`src/rtl/bdeq_pkg.sv`:
```
package bdeq_pkg;

   // Defaults for the top-level parameters.
   localparam int DEPTH_DEFAULT     = 8;
   localparam int WORD_BITS_DEFAULT = 32;

   // Fixed widths of the channel fields.
   localparam int KIND_BITS   = 2;
   localparam int STATUS_BITS = 2;
   localparam int DATA_BITS   = 32;
   localparam int CAP_BITS    = 4;

   // Capacity limit after reset.
   localparam logic [CAP_BITS-1:0] CAP_RESET = 4'd5;

   // Operation codes.
   localparam logic [KIND_BITS-1:0] KIND_PUSH = 2'd0;
   localparam logic [KIND_BITS-1:0] KIND_POP  = 2'd1;
   localparam logic [KIND_BITS-1:0] KIND_DUMP = 2'd2;
   localparam logic [KIND_BITS-1:0] KIND_RSVD = 2'd3;

   // Result status codes.
   localparam logic [STATUS_BITS-1:0] STAT_OK        = 2'd0;
   localparam logic [STATUS_BITS-1:0] STAT_OVERFLOW  = 2'd1;
   localparam logic [STATUS_BITS-1:0] STAT_UNDERFLOW = 2'd2;

   // Commands from the controller to the datapath.
   typedef struct packed {
      logic push_ok;
      logic push_ovf;
      logic pop_ok;
      logic underflow;
      logic dump_start;
      logic dump_next;
   } cmd_type;

   // Status from the datapath to the controller.
   typedef struct packed {
      logic full;
      logic empty;
      logic last;
   } sts_type;

endpackage

```
`src/rtl/bdeq_if.sv`:
```
interface bdeq_req_if;
   logic                           valid;
   logic                           ready;
   logic [bdeq_pkg::KIND_BITS-1:0] kind;
   logic                           end_sel;
   logic signed [bdeq_pkg::DATA_BITS-1:0] push_value;

   modport source (output valid, kind, end_sel, push_value, input ready);
   modport sink   (input valid, kind, end_sel, push_value, output ready);
endinterface

interface bdeq_rsp_if;
   logic                             valid;
   logic                             ready;
   logic [bdeq_pkg::STATUS_BITS-1:0] status;
   logic signed [bdeq_pkg::DATA_BITS-1:0] word_out;
   logic                             last;

   modport source (output valid, status, word_out, last, input ready);
   modport sink   (input valid, status, word_out, last, output ready);
endinterface

interface bdeq_csr_if;
   logic                          valid;
   logic                          ready;
   logic [bdeq_pkg::CAP_BITS-1:0] capacity_limit;

   modport source (output valid, capacity_limit, input ready);
   modport sink   (input valid, capacity_limit, output ready);
endinterface

```
`src/rtl/bdeq_ctrl.sv`:
```
module bdeq_ctrl (
   input  logic                           clock,
   input  logic                           reset,
   input  logic                           req_valid,
   input  logic [bdeq_pkg::KIND_BITS-1:0] req_kind,
   output logic                           req_ready,
   input  logic                           rsp_ready,
   output logic                           rsp_valid,
   input  bdeq_pkg::sts_type              sts,
   output bdeq_pkg::cmd_type              cmd
);

   localparam logic S_IDLE = 1'b0;
   localparam logic S_RESP = 1'b1;

   logic state_ff;
   logic state_in;
   logic accept;
   logic is_push;
   logic is_pop;
   logic is_dump;

   assign req_ready = (state_ff == S_IDLE);
   assign rsp_valid = (state_ff == S_RESP);
   assign accept    = req_ready && req_valid;

   assign is_push = (req_kind == bdeq_pkg::KIND_PUSH);
   assign is_pop  = (req_kind == bdeq_pkg::KIND_POP);
   assign is_dump = (req_kind == bdeq_pkg::KIND_DUMP);

   always_comb begin
      cmd.push_ok    = accept && is_push && !sts.full;
      cmd.push_ovf   = accept && is_push && sts.full;
      cmd.pop_ok     = accept && is_pop && !sts.empty;
      cmd.underflow  = accept && (is_pop || is_dump) && sts.empty;
      cmd.dump_start = accept && is_dump && !sts.empty;
      // Advance a dump walk once the current element has been taken.
      cmd.dump_next  = rsp_valid && rsp_ready && !sts.last;
   end

   always_comb begin
      state_in = state_ff;
      unique case (state_ff)
         S_IDLE: begin
            if (accept && (req_kind != bdeq_pkg::KIND_RSVD)) state_in = S_RESP;
         end
         S_RESP: begin
            if (rsp_ready && sts.last) state_in = S_IDLE;
         end
         default: state_in = S_IDLE;
      endcase
   end

   always_ff @(posedge clock) begin
      if (reset) begin
         state_ff <= S_IDLE;
      end else begin
         state_ff <= state_in;
      end
   end

   a_one_cmd: assert property (@(posedge clock) disable iff (reset)
      $countones(cmd) <= 1)
      else $error("more than one datapath command in a cycle");

   a_resp_holds: assert property (@(posedge clock) disable iff (reset)
      (rsp_valid && !rsp_ready) |=> rsp_valid)
      else $error("result dropped before it was taken");

   a_no_accept_busy: assert property (@(posedge clock) disable iff (reset)
      rsp_valid |-> !req_ready)
      else $error("request taken while a result is pending");

endmodule

```
`src/rtl/bdeq_datapath.sv`:
```
module bdeq_datapath #(
   parameter int DEPTH     = bdeq_pkg::DEPTH_DEFAULT,
   parameter int WORD_BITS = bdeq_pkg::WORD_BITS_DEFAULT
) (
   input  logic                                clock,
   input  logic                                reset,
   input  logic                                req_end_sel,
   input  logic signed [bdeq_pkg::DATA_BITS-1:0] req_push_value,
   input  logic                                csr_valid,
   input  logic [bdeq_pkg::CAP_BITS-1:0]       csr_capacity_limit,
   output logic                                csr_ready,
   output logic [bdeq_pkg::STATUS_BITS-1:0]    rsp_status,
   output logic signed [bdeq_pkg::DATA_BITS-1:0] rsp_word_out,
   output logic                                rsp_last,
   input  bdeq_pkg::cmd_type                   cmd,
   output bdeq_pkg::sts_type                   sts
);

   localparam int IW = $clog2(DEPTH);
   localparam int CW = $clog2(DEPTH + 1);

   logic [WORD_BITS-1:0] slots_ff [DEPTH];
   logic [WORD_BITS-1:0] rd_data_ff;

   logic [IW-1:0]                      front_ff, front_in;
   logic [CW-1:0]                      count_ff, count_in;
   logic [bdeq_pkg::CAP_BITS-1:0]      cap_ff;
   logic [CW-1:0]                      walk_ff, walk_in;
   logic                               dir_ff, dir_in;
   logic [bdeq_pkg::STATUS_BITS-1:0]   status_ff, status_in;
   logic                               last_ff, last_in;
   logic                               from_mem_ff, from_mem_in;
   logic                               load;

   logic                 rd_en;
   logic [CW-1:0]        rd_off;
   logic [IW-1:0]        rd_addr;
   logic                 wr_en;
   logic [IW-1:0]        wr_addr;
   logic [WORD_BITS-1:0] wr_data;
   logic [IW-1:0]        front_dec;
   logic [IW-1:0]        front_inc;
   logic [bdeq_pkg::DATA_BITS-1:0] word_ext;

   function automatic logic [IW-1:0] ring_pos(input logic [IW-1:0] base,
                                              input logic [CW-1:0] off);
      logic [CW:0] sum;
      sum = (CW+1)'(base) + (CW+1)'(off);
      if (sum >= (CW+1)'(DEPTH)) sum = sum - (CW+1)'(DEPTH);
      return sum[IW-1:0];
   endfunction

   assign csr_ready = 1'b1;

   // Full covers both the register limit and the physical depth.
   assign sts.full  = (32'(count_ff) >= 32'(cap_ff)) || (count_ff == CW'(DEPTH));
   assign sts.empty = (count_ff == '0);
   assign sts.last  = last_ff;

   assign front_dec = (front_ff == '0) ? IW'(DEPTH - 1) : front_ff - 1'b1;
   assign front_inc = (front_ff == IW'(DEPTH - 1)) ? '0 : front_ff + 1'b1;

   always_comb begin
      walk_in = walk_ff;
      dir_in  = dir_ff;
      if (cmd.dump_start) begin
         walk_in = '0;
         dir_in  = req_end_sel;
      end else if (cmd.dump_next) begin
         walk_in = walk_ff + 1'b1;
      end
   end

   always_comb begin
      rd_en = cmd.pop_ok || cmd.dump_start || cmd.dump_next;
      if (cmd.pop_ok) begin
         rd_off = req_end_sel ? count_ff - 1'b1 : '0;
      end else begin
         rd_off = dir_in ? count_ff - 1'b1 - walk_in : walk_in;
      end
      rd_addr = ring_pos(front_ff, rd_off);
   end

   always_comb begin
      wr_en   = cmd.push_ok;
      wr_addr = req_end_sel ? ring_pos(front_ff, count_ff) : front_dec;
      wr_data = WORD_BITS'($unsigned(req_push_value));
   end

   always_comb begin
      front_in = front_ff;
      count_in = count_ff;
      if (cmd.push_ok) begin
         count_in = count_ff + 1'b1;
         if (!req_end_sel) front_in = front_dec;
      end else if (cmd.pop_ok) begin
         count_in = count_ff - 1'b1;
         if (!req_end_sel) front_in = front_inc;
      end
   end

   always_comb begin
      load        = cmd.push_ok || cmd.push_ovf || cmd.underflow || rd_en;
      status_in   = bdeq_pkg::STAT_OK;
      last_in     = 1'b1;
      from_mem_in = rd_en;
      priority if (cmd.push_ovf) begin
         status_in = bdeq_pkg::STAT_OVERFLOW;
      end else if (cmd.underflow) begin
         status_in = bdeq_pkg::STAT_UNDERFLOW;
      end else if (cmd.dump_start || cmd.dump_next) begin
         last_in = (walk_in == count_ff - 1'b1);
      end else begin
         status_in = bdeq_pkg::STAT_OK;
      end
   end

   always_ff @(posedge clock) begin
      if (wr_en) slots_ff[wr_addr] <= wr_data;
   end

   always_ff @(posedge clock) begin
      if (rd_en) rd_data_ff <= slots_ff[rd_addr];
   end

   always_ff @(posedge clock) begin
      if (reset) begin
         front_ff <= '0;
         count_ff <= '0;
         cap_ff   <= bdeq_pkg::CAP_RESET;
      end else begin
         front_ff <= front_in;
         count_ff <= count_in;
         if (csr_valid) cap_ff <= csr_capacity_limit;
      end
   end

   always_ff @(posedge clock) begin
      walk_ff <= walk_in;
      dir_ff  <= dir_in;
      if (load) begin
         status_ff   <= status_in;
         last_ff     <= last_in;
         from_mem_ff <= from_mem_in;
      end
   end

   generate
      if (WORD_BITS >= bdeq_pkg::DATA_BITS) begin : g_wide
         assign word_ext = rd_data_ff[bdeq_pkg::DATA_BITS-1:0];
      end else begin : g_narrow
         assign word_ext = {{(bdeq_pkg::DATA_BITS - WORD_BITS){rd_data_ff[WORD_BITS-1]}},
                            rd_data_ff};
      end
   endgenerate

   assign rsp_status   = status_ff;
   assign rsp_last     = last_ff;
   assign rsp_word_out = from_mem_ff ? $signed(word_ext) : '0;

   a_count_bound: assert property (@(posedge clock) disable iff (reset)
      count_ff <= CW'(DEPTH))
      else $error("element count beyond depth");

   a_pop_count: assert property (@(posedge clock) disable iff (reset)
      cmd.pop_ok |=> (count_ff == $past(count_ff) - 1'b1))
      else $error("pop did not reduce the count");

   a_push_count: assert property (@(posedge clock) disable iff (reset)
      cmd.push_ok |=> (count_ff == $past(count_ff) + 1'b1))
      else $error("push did not raise the count");

   a_dump_stable: assert property (@(posedge clock) disable iff (reset)
      cmd.dump_next |=> ($stable(count_ff) && $stable(front_ff)))
      else $error("dump walk changed the queue");

endmodule

```
`src/rtl/bounded_double_ended_queue.sv`:
```
// Bounded double-ended queue of signed words held in a ring buffer of DEPTH
// slots. Each request transaction is a push, a pop or a dump aimed at the front
// or the back; a push onto a queue holding capacity_limit elements (capped at
// DEPTH) reports overflow, and a pop or dump of an empty queue reports
// underflow. Every request yields exactly one response transaction with last
// set, except a dump of n elements, which yields n responses with last on the
// final one, and the unused kind code, which is taken and yields nothing. A
// request is taken and its first response is presented in the next cycle
// from registers; the request side stays not ready until the final response
// of that request has been taken. A dump streams one element per cycle while
// the response side is ready, limited by the single registered read port of
// the slot memory. The storage needs no clearing after reset. The capacity
// limit is written through the csr channel, which is always ready and must
// only be used while no request is in progress.
module bounded_double_ended_queue #(
   parameter int DEPTH     = bdeq_pkg::DEPTH_DEFAULT,
   parameter int WORD_BITS = bdeq_pkg::WORD_BITS_DEFAULT
) (
   input logic        clock,
   input logic        reset,
   bdeq_req_if.sink   req_bus,
   bdeq_rsp_if.source rsp_bus,
   bdeq_csr_if.sink   csr_bus
);

   // Commands and status between the controller and the datapath.
   bdeq_pkg::cmd_type cmd;
   bdeq_pkg::sts_type sts;

   // The controller owns the request and response handshakes and decides what each transaction does.
   bdeq_ctrl u_ctrl (
      .clock     (clock),
      .reset     (reset),
      .req_valid (req_bus.valid),
      .req_kind  (req_bus.kind),
      .req_ready (req_bus.ready),
      .rsp_ready (rsp_bus.ready),
      .rsp_valid (rsp_bus.valid),
      .sts       (sts),
      .cmd       (cmd)
   );

   // The datapath holds the slots, the ring pointers, the limit register and
   // the response registers.
   bdeq_datapath #(
      .DEPTH     (DEPTH),
      .WORD_BITS (WORD_BITS)
   ) u_datapath (
      .clock              (clock),
      .reset              (reset),
      .req_end_sel        (req_bus.end_sel),
      .req_push_value     (req_bus.push_value),
      .csr_valid          (csr_bus.valid),
      .csr_capacity_limit (csr_bus.capacity_limit),
      .csr_ready          (csr_bus.ready),
      .rsp_status         (rsp_bus.status),
      .rsp_word_out       (rsp_bus.word_out),
      .rsp_last           (rsp_bus.last),
      .cmd                (cmd),
      .sts                (sts)
   );

endmodule
```
`src/flat_wrapper.sv`:
```
// flat-port wrapper written by rule: the top's interface ports become plain ports
module bounded_double_ended_queue_flat 
#(
   parameter int DEPTH     = bdeq_pkg::DEPTH_DEFAULT,
   parameter int WORD_BITS = bdeq_pkg::WORD_BITS_DEFAULT
)
  (clock, reset, req_bus_valid, req_bus_kind, req_bus_end_sel, req_bus_push_value, req_bus_ready, rsp_bus_valid, rsp_bus_status, rsp_bus_word_out, rsp_bus_last, rsp_bus_ready, csr_bus_valid, csr_bus_capacity_limit, csr_bus_ready);
  bdeq_req_if req_bus_i ();
  bdeq_rsp_if rsp_bus_i ();
  bdeq_csr_if csr_bus_i ();
  input logic clock;
  input logic reset;
  input wire logic [$bits(req_bus_i.valid)-1:0] req_bus_valid;
  input wire logic [$bits(req_bus_i.kind)-1:0] req_bus_kind;
  input wire logic [$bits(req_bus_i.end_sel)-1:0] req_bus_end_sel;
  input wire logic [$bits(req_bus_i.push_value)-1:0] req_bus_push_value;
  output wire logic [$bits(req_bus_i.ready)-1:0] req_bus_ready;
  output wire logic [$bits(rsp_bus_i.valid)-1:0] rsp_bus_valid;
  output wire logic [$bits(rsp_bus_i.status)-1:0] rsp_bus_status;
  output wire logic [$bits(rsp_bus_i.word_out)-1:0] rsp_bus_word_out;
  output wire logic [$bits(rsp_bus_i.last)-1:0] rsp_bus_last;
  input wire logic [$bits(rsp_bus_i.ready)-1:0] rsp_bus_ready;
  input wire logic [$bits(csr_bus_i.valid)-1:0] csr_bus_valid;
  input wire logic [$bits(csr_bus_i.capacity_limit)-1:0] csr_bus_capacity_limit;
  output wire logic [$bits(csr_bus_i.ready)-1:0] csr_bus_ready;
  assign req_bus_i.valid = req_bus_valid;
  assign req_bus_i.kind = req_bus_kind;
  assign req_bus_i.end_sel = req_bus_end_sel;
  assign req_bus_i.push_value = req_bus_push_value;
  assign req_bus_ready = req_bus_i.ready;
  assign rsp_bus_valid = rsp_bus_i.valid;
  assign rsp_bus_status = rsp_bus_i.status;
  assign rsp_bus_word_out = rsp_bus_i.word_out;
  assign rsp_bus_last = rsp_bus_i.last;
  assign rsp_bus_i.ready = rsp_bus_ready;
  assign csr_bus_i.valid = csr_bus_valid;
  assign csr_bus_i.capacity_limit = csr_bus_capacity_limit;
  assign csr_bus_ready = csr_bus_i.ready;
  bounded_double_ended_queue #(.DEPTH(DEPTH), .WORD_BITS(WORD_BITS)) u_core (.clock(clock), .reset(reset), .req_bus(req_bus_i), .rsp_bus(rsp_bus_i), .csr_bus(csr_bus_i));
endmodule
```
`config.mk`:
```
export PLATFORM = sky130hd
export DESIGN_NAME = bounded_double_ended_queue_flat
export DESIGN_NICKNAME = d
export VERILOG_FILES = /design/src/rtl/bdeq_pkg.sv /design/src/rtl/bdeq_if.sv /design/src/rtl/bdeq_ctrl.sv /design/src/rtl/bdeq_datapath.sv /design/src/rtl/bounded_double_ended_queue.sv /design/src/flat_wrapper.sv
export SDC_FILE = /design/constraint.sdc
export NUM_CORES = 1
export LEC_CHECK = 0
export BUFFER_PORTS_ARGS = -buffer_cell sky130_fd_sc_hd__buf_2
export CORE_UTILIZATION = 60
export DETAILED_ROUTE_END_ITERATION = 12
export GPL_ROUTABILITY_DRIVEN = 0
export PLACE_DENSITY = 0.79
export SKIP_CTS_REPAIR_TIMING = 1
export SYNTH_ARGS = -nofsm -noshare
export SYNTH_HDL_FRONTEND = slang
export SYNTH_SLANG_ARGS = --single-unit
```
`constraint.sdc`:
```
create_clock -name clock -period 7.3 [get_ports clock]
set_clock_uncertainty 0.1 [all_clocks]
set_input_delay 1.46 -clock clock [delete_from_list [all_inputs] [get_ports clock]]
set_output_delay 1.46 -clock clock [all_outputs]
set_load 0.005 [all_outputs]
```
==> flow_summary.toml <==
[status]
status = "finished clean"

[synthesis]
synthDominantCellAreaShare = 0.699
seq_area_frac_synth = 0.726
ys_ff_latch = 309
synth_nets = 715
synth_cells = 650
syn_area_um2 = 12500
ys.flop_type = "edfxtp_1"
synth_edf_count = 292
avgSynthCellArea_um2 = 19.3
synth_cell_types = 45
yosysTopAreaCell = "edfxtp_1"
yosysWarnings = 0
synthTopCellsByArea = "edfxtp_1, mux4_2, dfxtp_1"
ys_async_sr_fraction = 0

[grt]
grt_usage = 0.231
grt_pass1_vias = 6573
busiest_layer = "met2"
grtUsageMet1 = 0.314
grt_antenna_before_repair = 3
grt-ovfl-total = 0
grt_use_met2 = 0.383
grt_pass1_wl_um = 37100
grt_util_met3 = 0.0397
grt_max_degree = 41

[floorplanning]
ios = 82
dieHeight_um = 147
start_util = 0.616
rows = 52
die-area_um2 = 21500
die_w_um = 147
core_um2 = 20400

[layout]
stdcell_area_um2 = 14400
postLayoutCoreUtil = 0.706
drive_gt1_frac = 0.330
final_cells = 1044
final_cell_mix = "edfxtp_1, buf_2, mux4_2"
layout_commonest_cell = "edfxtp_1"
fillers = 1185
syn_to_final_growth_pct = 14.6
finalNetCount = 814
multiInputGateArea_um2 = 3300
seqCellArea_um2 = 9110

[placement]
io_buffer_count = 80
dp_cells = 986
hpwl_um = 13500
dpl-instance-area_um2 = 13300
dpl_worst_slack_ns = 1.40

[clock_network]
path_clk_slew_ns = 0.06
cts-root-buf = "clkbuf_16"
cts_buffers = 31
clkSinkCount = 309
cts_buffer_depth = 3
clock_latency_ns = 0.57
htree_levels = 1
cts_tree = "built"

[setup_path]
worstReg2RegEnd = "u_core.u_datapath.rd_data_ff[0]"
crit_required_ns = 7.51
cp-endpoint = "u_core.u_datapath.rd_data_ff[0]"
crit_start = "u_core.u_datapath.count_ff[0]"
r2r_slack_ns = 1.91
ff2ff_path_depth = 17
cp-start-kind = "flop"
crit_path_end_kind = "flop"
rr_startpoint = "u_core.u_datapath.count_ff[0]"
arrival_ns = 5.60
path_max_fanout = 23
crit_type = "flop to flop"

[drt]
drt-initial-drc-count = 607
post_drt_wl_per_cell_um = 22.7
drc = 0
ant_nets = 0
first_pass_iters = 5
vias = 6314
routed_wl_um = 23700
via_per_inst = 6.05

[timing]
max_freq_ghz = 0.185
hold_viol = 0
slew_headroom = 0.304
finalCritPeriodShare = 0.739
maxSlewViolCount = 0
worst_pin_slew_ns = 1.04
setup_tns_ns = 0
fin_crit_ns = 5.39
rsz0062_at_grt = "no"
worst_slack_ns = 1.91
setup_violations = 0

[pwr]
power_frac_comb = 0.266
powerDensity_nw_per_um2 = 346
power.leakage_nw = 4.91
pwr-share-seq = 0.412
p_int_mw = 3.73
total_switching_power_mw = 1.25
max-vdd-ir-drop_mv = 0.272
clock_power_share = 0.322
p_sw_frac = 0.252

[hold_path]
hold_class = "flop to flop"

[flow_run]
cap_violations = 0
[flip-flops by register name (all words and copies together), names as in the netlist]
| register | count |
|---|---|
| u_core.u_ctrl.rsp_valid | 1 |
| u_core.u_datapath.dir_ff | 1 |
| u_core.u_datapath.cap_ff | 4 |
| u_core.u_datapath.rsp_status | 2 |
| u_core.u_datapath.slots_ff | 256 |
| u_core.u_datapath.rd_data_ff | 32 |
| u_core.u_datapath.walk_ff | 4 |
| u_core.u_datapath.count_ff | 4 |
| u_core.u_datapath.from_mem_ff | 1 |
| u_core.u_datapath.rsp_last | 1 |
| u_core.u_datapath.front_ff | 3 |
[critical path: stages, from the launching register on]
cell	delay, ns
dfxtp_1	0.52
inv_1	0.19
ha_1	0.32
nor3b_2	0.21
nor3b_2	0.52
nor2_1	0.22
fa_1	0.54
nor2_1	0.05
a21oi_1	0.11
o21ai_0	0.13
fa_2	0.43
xor2_1	0.36
nor2b_1	0.08
nand4_1	0.11
o211ai_1	0.16
a211oi_4	0.26
buf_4	0.43
mux2_2	0.40
[power groups by stage]
stage	logic, mW	clock network [mW]	registers [mW]
floorplan	1.07	0	2.09
global placement	1.29	0	2.09
detailed placement	1.33	0	2.09
CTS	1.35	1.62	2.05
global route	1.43	1.68	2.06
finish	1.33	1.60	2.05
[stage by stage]
stage	hold WS, ns	total power, mW
CTS	0.414	5.03
global route	0.435	5.17
detailed placement	0.396	3.43
global placement	0.372	3.38
floorplan	0.346	3.15
finish	0.412	4.98
[cell families (layout without fill, tap and decap cells)]
family | Yosys count | count (layout) | synth area share
xor+xnor | 12 | 12 | 0.0108
mux | 107 | 107 | 0.154
other cells | 1 | 3 | 0.000299
simple gates | 120 | 120 | 0.0508
compound gates | 33 | 33 | 0.0183
flops | 309 | 309 | 0.726
buf+inv | 47 | 169 | 0.0170
fa+ha+maj | 21 | 21 | 0.0227
[cells in the mapped netlist (all sizes together), types with 5 or more instances]
cell type and count:
and2 34, nor3 8, nor2 24, nand2 21
inv 18, nand3 8, nand2b 7, xor2 7
a21oi 8, clkbuf 21, o211ai 5, buf 8
ha 18, mux2 35, a21o 5, mux2i 8
edfxtp 292, dfxtp 17, mux4 64
[per-layer routing]
layer | wire [µm] | share of wire
met3 | 1370 | 0.058
met4 | 672 | 0.028
met5 | 10 | 0.00042
met2 | 11800 | 0.50
met1 | 9790 | 0.41
[worst min path at each step]
stage / depth (start not counted) / from / to / slack [ns]
after floorplan: 2 / u_core.u_datapath.cap_ff[0] / u_core.u_datapath.cap_ff[0] / 0.35
after CTS: 2 / u_core.u_datapath.cap_ff[1] / u_core.u_datapath.cap_ff[1] / 0.41
final: 2 / u_core.u_datapath.cap_ff[1] / u_core.u_datapath.cap_ff[1] / 0.41
after global routing: 2 / u_core.u_datapath.cap_ff[2] / u_core.u_datapath.cap_ff[2] / 0.43
after detailed placement: 2 / u_core.u_datapath.cap_ff[0] / u_core.u_datapath.cap_ff[0] / 0.40
after global placement: 2 / u_core.u_datapath.cap_ff[0] / u_core.u_datapath.cap_ff[0] / 0.37
[final cells by class]
cell class	count	share of cell area
Timing Repair Buffer	95	0.0365
Multi-Input combinational cell	294	0.230
Tap cell	270	0.0235
Clock inverter	22	0.0174
Sequential cell	309	0.633
Clock buffer	34	0.0547
Inverter	18	0.00470
Antenna cell	2	0.000348
No activity file was read; power rests on OpenSTA's default activity.
